==> src/rtl/core/vms_pkg.sv <==
// Vector magnitude statistics: shared types and constants.
// No dependencies.
`timescale 1ns / 1ps
package vms_pkg;
    localparam int CompW = 16;
    localparam int SqW   = 33;
    localparam int MagW  = 16;
    localparam int SumW  = 40;
    localparam int SsqW  = 56;
    localparam int CntW  = 25;
    localparam int DW    = 97;

    typedef struct packed {
        logic [MagW-1:0] mn;
        logic [MagW-1:0] mx;
        logic [SumW-1:0] sum;
        logic [SsqW-1:0] ssq;
        logic [CntW-1:0] n;
    } t_stats;

    typedef struct packed {
        logic [MagW-1:0] min_mag;
        logic [MagW-1:0] max_mag;
        logic [MagW-1:0] mean_mag;
        logic [MagW-1:0] std_dev;
    } t_result;
endpackage

==> src/rtl/core/vms_back.sv <==
// Back: mean by restoring division, std dev by bit-serial root over 97-bit math.
// Uses vms_pkg. One statistics snapshot at a time, results to an output register.
`timescale 1ns / 1ps
module vms_back
    import vms_pkg::*;
(
    input  logic          i_clk,
    input  logic          i_rst_n,
    input  logic          i_snap_valid,
    output logic          o_snap_ready,
    input  t_stats        i_snap,
    output logic          o_res_valid,
    input  logic          i_res_ready,
    output t_result       o_res
);
    typedef enum logic [6:0] {
        S_IDLE = 7'b0000001, S_PA = 7'b0000010, S_PB = 7'b0000100,
        S_DIV  = 7'b0001000, S_ROOT = 7'b0010000, S_SQ = 7'b0100000,
        S_OUT  = 7'b1000000
    } t_state;

    t_state              r_state;
    t_stats              r_s;
    logic [CntW-1:0]     nn;
    logic [5:0]          r_i;
    logic [SumW-1:0]     r_q;
    logic [CntW:0]       r_r;
    logic [CntW:0]       rr;
    logic [DW-1:0]       r_d, r_acc;
    logic [MagW-1:0]     r_sd;
    logic [MagW-1:0]     t;
    logic [MagW+CntW-1:0] r_tn;
    logic [DW-1:0]       r_p;
    logic [3:0]          r_b;
    t_result             r_res;
    logic                r_rv;
    logic [MagW+CntW-1:0] tn;

    assign nn = (r_s.n == '0) ? CntW'(1) : r_s.n;
    assign rr = {r_r[CntW-1:0], r_q[SumW-1]};
    assign t  = r_sd | (MagW'(1) << r_b);
    assign tn = t * nn;
    assign o_snap_ready = r_state == S_IDLE;
    assign o_res_valid  = r_rv;
    assign o_res        = r_res;

    // shift-add products: n*ssq over 25 steps, sum*sum over 40 steps
    always_ff @(posedge i_clk) begin
        if (!i_rst_n) begin
            r_state <= S_IDLE;
            r_rv    <= 1'b0;
        end else begin
            if (r_rv && i_res_ready) r_rv <= 1'b0;
            case (r_state)
                S_IDLE: begin
                    if (i_snap_valid) begin
                        r_s     <= i_snap;
                        r_acc   <= '0;
                        r_i     <= '0;
                        r_state <= S_PA;
                    end
                end
                S_PA: begin // acc += n*ssq, one bit of n per cycle
                    if (nn[r_i[4:0]]) r_acc <= r_acc + (DW'(r_s.ssq) << r_i[4:0]);
                    if (r_i == 6'(CntW-1)) begin
                        r_i <= '0; r_p <= '0; r_state <= S_PB;
                    end else r_i <= r_i + 1'b1;
                end
                S_PB: begin // p = sum*sum, one bit per cycle
                    if (r_s.sum[r_i]) r_p <= r_p + (DW'(r_s.sum) << r_i);
                    if (r_i == 6'(SumW-1)) begin
                        r_i <= '0; r_q <= r_s.sum; r_r <= '0; r_state <= S_DIV;
                    end else r_i <= r_i + 1'b1;
                end
                S_DIV: begin
                    if (r_i == 6'd0) r_d <= r_acc - r_p;
                    if (rr >= {1'b0, nn}) begin
                        r_r <= rr - {1'b0, nn};
                        r_q <= {r_q[SumW-2:0], 1'b1};
                    end else begin
                        r_r <= rr;
                        r_q <= {r_q[SumW-2:0], 1'b0};
                    end
                    if (r_i == 6'(SumW-1)) begin
                        r_sd <= '0; r_b <= 4'(MagW-1); r_state <= S_ROOT;
                    end else r_i <= r_i + 1'b1;
                end
                S_ROOT: begin // register t*n, then square serially
                    r_tn <= tn;
                    r_p  <= '0;
                    r_i  <= '0;
                    r_state <= S_SQ;
                end
                S_SQ: begin
                    if (r_tn[r_i]) r_p <= r_p + (DW'(r_tn) << r_i);
                    if (r_i == 6'(MagW+CntW-1)) begin
                        r_state <= S_OUT;
                    end else r_i <= r_i + 1'b1;
                end
                S_OUT: begin
                    if (r_p <= r_d) r_sd <= t;
                    if (r_b == '0) begin
                        if (!r_rv || i_res_ready) begin
                            r_res.min_mag  <= r_s.mn;
                            r_res.max_mag  <= r_s.mx;
                            r_res.mean_mag <= r_q[MagW-1:0];
                            r_res.std_dev  <= (r_p <= r_d) ? t : r_sd;
                            r_rv    <= 1'b1;
                            r_state <= S_IDLE;
                        end
                    end else begin
                        r_b <= r_b - 1'b1;
                        r_state <= S_ROOT;
                    end
                end
                default: r_state <= S_IDLE;
            endcase
        end
    end

    a_res_hold: assert property (@(posedge i_clk) disable iff (!i_rst_n)
        r_rv && !i_res_ready |=> r_rv && $stable(r_res)) else $error("result lost");
    a_onehot: assert property (@(posedge i_clk) disable iff (!i_rst_n)
        $onehot(r_state)) else $error("state not one-hot");
    a_take: assert property (@(posedge i_clk) disable iff (!i_rst_n)
        i_snap_valid && o_snap_ready |=> r_state == S_PA) else $error("snapshot not taken");
endmodule
==> config.mk <==
export PLATFORM = sky130hd
export DESIGN_NAME = vms_back
export DESIGN_NICKNAME = d
export VERILOG_FILES = /design/src/rtl/core/vms_pkg.sv /design/src/rtl/core/vms_back.sv
export SDC_FILE = /design/constraint.sdc
export NUM_CORES = 2
export LEC_CHECK = 0
export BUFFER_PORTS_ARGS = -buffer_cell sky130_fd_sc_hd__clkbuf_2
export CAP_MARGIN = 20
export CORE_MARGIN = 4
export CORE_UTILIZATION = 36
export CTS_CLUSTER_DIAMETER = 200
export DETAILED_ROUTE_END_ITERATION = 8
export GPL_TIMING_DRIVEN = 0
export PLACE_DENSITY = 0.63
export SETUP_SLACK_MARGIN = 0.02
export SYNTH_ARGS = -nofsm -noshare
export SYNTH_HDL_FRONTEND = slang
export SYNTH_SLANG_ARGS = --single-unit
==> constraint.sdc <==
create_clock -name i_clk -period 14.3 [get_ports i_clk]
set_input_delay 2.86 -clock i_clk [delete_from_list [all_inputs] [get_ports i_clk]]
set_output_delay 2.86 -clock i_clk [all_outputs]
set_load 0.05 [all_outputs]
==> qor.txt <==
status: finished, final reports clean
FMAX: 108.2 MHz
PortBufs: 222
Fin Clk Skew: 0.08130 ns
most frequent cells after synthesis: 833 x nand2_1, 699 x inv_1, 666 x nor2_1
post-route insts no fill: 9,642
peak supply drop: 133.7 µV
Syn Std Cell Area: 0.06316 mm²
Relative slew margins: 0.1557
most numerous cell on the critical path: fa_1
R2R Setup Slk: 5.05 ns
R2R depth: 28
crit path max fanout: 10
CP required: 14.76 ns
switching power: 3845 µW
core area: 0.1742 mm²
die area: 0.1822 mm²
Area Overhead vs Synth: 12.30%
Slew Limit Fails: 0
gpl congestion: 1.006
Tot GR Track Use: 0.2578
clock latency on the worst-skew pair: 0.74 ns
Die H: 426.9 µm
H-tree levels: 3
setup TNS: 0 ns
Crit Path Class: flip-flop to flip-flop
Post-route DRC: 0
dpl ws: 5.450 ns
Mapped Cells: 6,887
Clock Path Buffers: 3
Cell Int Power: 5287 µW
top cell type's share of synthesized area: 0.3043
Comb power frac: 0.495
worst path bufs/invs: 7
utilization after layout: 0.4072
hold worst-path end: o_res[41]
GR Overflow Total: 0
Worst path max stage delay: 0.71 ns
CP max-delay cell: a21oi_1
drt via density: 5.678
Synth warnings: 0
post-synthesis sequential area ratio: 0.3068
worst reg2reg startpoint: r_b[0]
number of iterations in the first detailed-routing pass: 7
post-route ant nets: 0
Hold Vio Cnt, Final: 0
Setup WS post-layout: 5.054 ns
critical path's top delay family: adder cells
#FFs+latches synth: 648
max cap viols: 0
post-CTS setup buffers: 0
wire length per cell: 24.89 µm
WP data arrival: 9.71 ns
Hold-fix buffers, CTS: 0
Hold Startpoint: r_s[130]
# clock sinks: 648
top cells by area, synth: edfxtp_1 30%, ha_1 10%, fa_1 10%, mux2i_1 5.0%, nand2_1 5.0%
DPL Wire Length: 198,600 µm
largest net degree at the start of global routing: 53
num ports: 223
placed insts: 9,477
root buffer cell: clkbuf_16
initial antenna violation count: 19
dominant cell type by area after synthesis: edfxtp_1
first-pass GRT wire length: 350,000 µm
Critical Path End Type: flip-flop
Reg2Reg Capture Point: r_tn[27]
Detailed Route Iter0 Violations: 5,834
RSZ-0062 raised after global routing: false
Clock Power Share: 0.249
hold depth: 0
final wirelength: 240,000 µm
Most used DFF post-synth: edfxtp_1
nets: 8,241
Site Rows: 153
vias in the first global route: 53,460
cts repair resizes: 0
Clock Pin Slew Worst Setup and Hold Paths: 0.06 ns
Leak: 0.03045 µW
CP Launch Type: flip-flop
starting density of the core: 0.3626
count leader, synth: nand2_1
Switching Share: 0.4211
Worst Tran Pin Value: 1.257 ns
count of different cell masters after synthesis: 101
Num CTS Buffers: 83
Chip Width: 426.9 µm
share of cells above drive strength 1: 0.08458
CTS tree: yes
syn_nets: 7,889
Post-synth EDFFs: 640
Hold WC Path Type: flip-flop to flip-flop
Avg Cell Area, Syn: 9.172 µm²
Finish-stage setup viols: 0
ys async rst share: 0
sequential share of power: 0.256
Power Density: 128.7 mW/mm²
crit path time final: 9.246 ns
Final period util: 0.6466
vias after detailed routing: 54,750
Fill cells: 17,420
## sequential cells by signal, indices dropped and copies added, names as in the netlist, 7 cells and up
signal and cells:
r_tn 41, o_res 64, r_d 97, r_s 153, r_q 40, r_state 7
r_acc 97, r_p 97, r_sd 16, r_r 25
## power groups by stage
stage | Combinational [µW] | Clock (µW) | Sequential, µW
5_1_grt | 4910 | 2400 | 2340
4_1_cts | 4380 | 2320 | 2340
3_5_place_dp | 4350 | 0 | 2380
6_report | 4520 | 2270 | 2340
2_1_floorplan | 3010 | 0 | 2350
3_3_place_gp | 4280 | 0 | 2400
## worst max-delay path by stage
stage,depth (start not counted),slack (ns),startpoint,end
global placement,8,-2.60,r_i[0],r_p[44]
floorplan,2,3.30,i_rst_n,r_p[0]
finish,28,5.05,r_b[0],r_tn[27]
global route,28,4.80,r_b[0],r_tn[27]
detailed placement,28,5.45,r_b[0],r_tn[27]
CTS,28,5.38,r_b[0],r_tn[27]
## layer usage
| metal | global-route usage | wire, µm |
|---|---|---|
| met1 | 0.3538 | 103400 |
| met2 | 0.3983 | 105100 |
| met3 | 0.04692 | 19250 |
| met4 | 0.1112 | 12160 |
| met5 | 0 | 69 |
## logic make-up (layout without fill, tap and decap cells)
family	count (synthesis)	count (layout)	share of synthesized area
flops	648	648	0.3068
simple gates	2146	2146	0.1512
xor+xnor	321	321	0.04451
compound gates	1481	1481	0.1505
mux	401	401	0.07795
buf+inv	1045	1465	0.06315
other cells	0	10	0
fa+ha+maj	845	845	0.2059
## cell type report
cell class,instances,area [µm²],area share
clock buffer,89,2121,0.02990
sequential,648,19380,0.2732
antenna,10,25.02,0.0003528
buffer,332,1314,0.01852
clock inverter,64,789.5,0.01113
multi-input combinational,5194,39890,0.5623
timing repair buffer,267,1836,0.02588
inverter,713,2676,0.03773
tap,2325,2909,0.04101
## metrics by stage
stage | area, µm² | power (µW) | hold WS [ns]
2_1_floorplan | 63160 | 5364 | 0.4003
3_3_place_gp | 67180 | 6681 | 0.4002
3_5_place_dp | 67980 | 6730 | 0.4045
4_1_cts | 70890 | 9037 | 0.4138
5_1_grt | 70910 | 9642 | 0.4267
6_report | 70930 | 9132 | 0.4101
## layout by cell type, fill, tap and decap left out, types with 14 or more instances in the layout
| cell type | instances |
|---|---|
| clkbuf_2 | 222 |
| edfxtp_1 | 640 |
| mux4_2 | 71 |
| nor2_1 | 664 |
| clkbuf_1 | 265 |
| o21ai_0 | 208 |
| o211ai_1 | 32 |
| mux2_2 | 17 |
| xor2_1 | 125 |
| nor2b_1 | 65 |
| buf_1 | 39 |
| nand2b_1 | 59 |
| clkinv_1 | 14 |
| a221oi_1 | 15 |
| o22ai_1 | 41 |
| inv_1 | 699 |
| nand2_1 | 833 |
| nor4_1 | 27 |
| ha_1 | 521 |
| or2_2 | 17 |
| or3_1 | 22 |
| clkbuf_16 | 84 |
| nand3_1 | 91 |
| and3_1 | 36 |
| o21ai_1 | 54 |
| a21oi_1 | 487 |
| buf_2 | 24 |
| a21o_1 | 217 |
| o21a_1 | 42 |
| and2_1 | 65 |
| xnor2_1 | 196 |
| a211oi_1 | 60 |
| fa_1 | 324 |
| nand4_1 | 134 |
| mux2i_1 | 313 |
| a31oi_1 | 48 |
| o31ai_1 | 28 |
| nor3_1 | 81 |
| o21bai_1 | 75 |
| buf_8 | 15 |
Power figures use the tool's default switching activity.
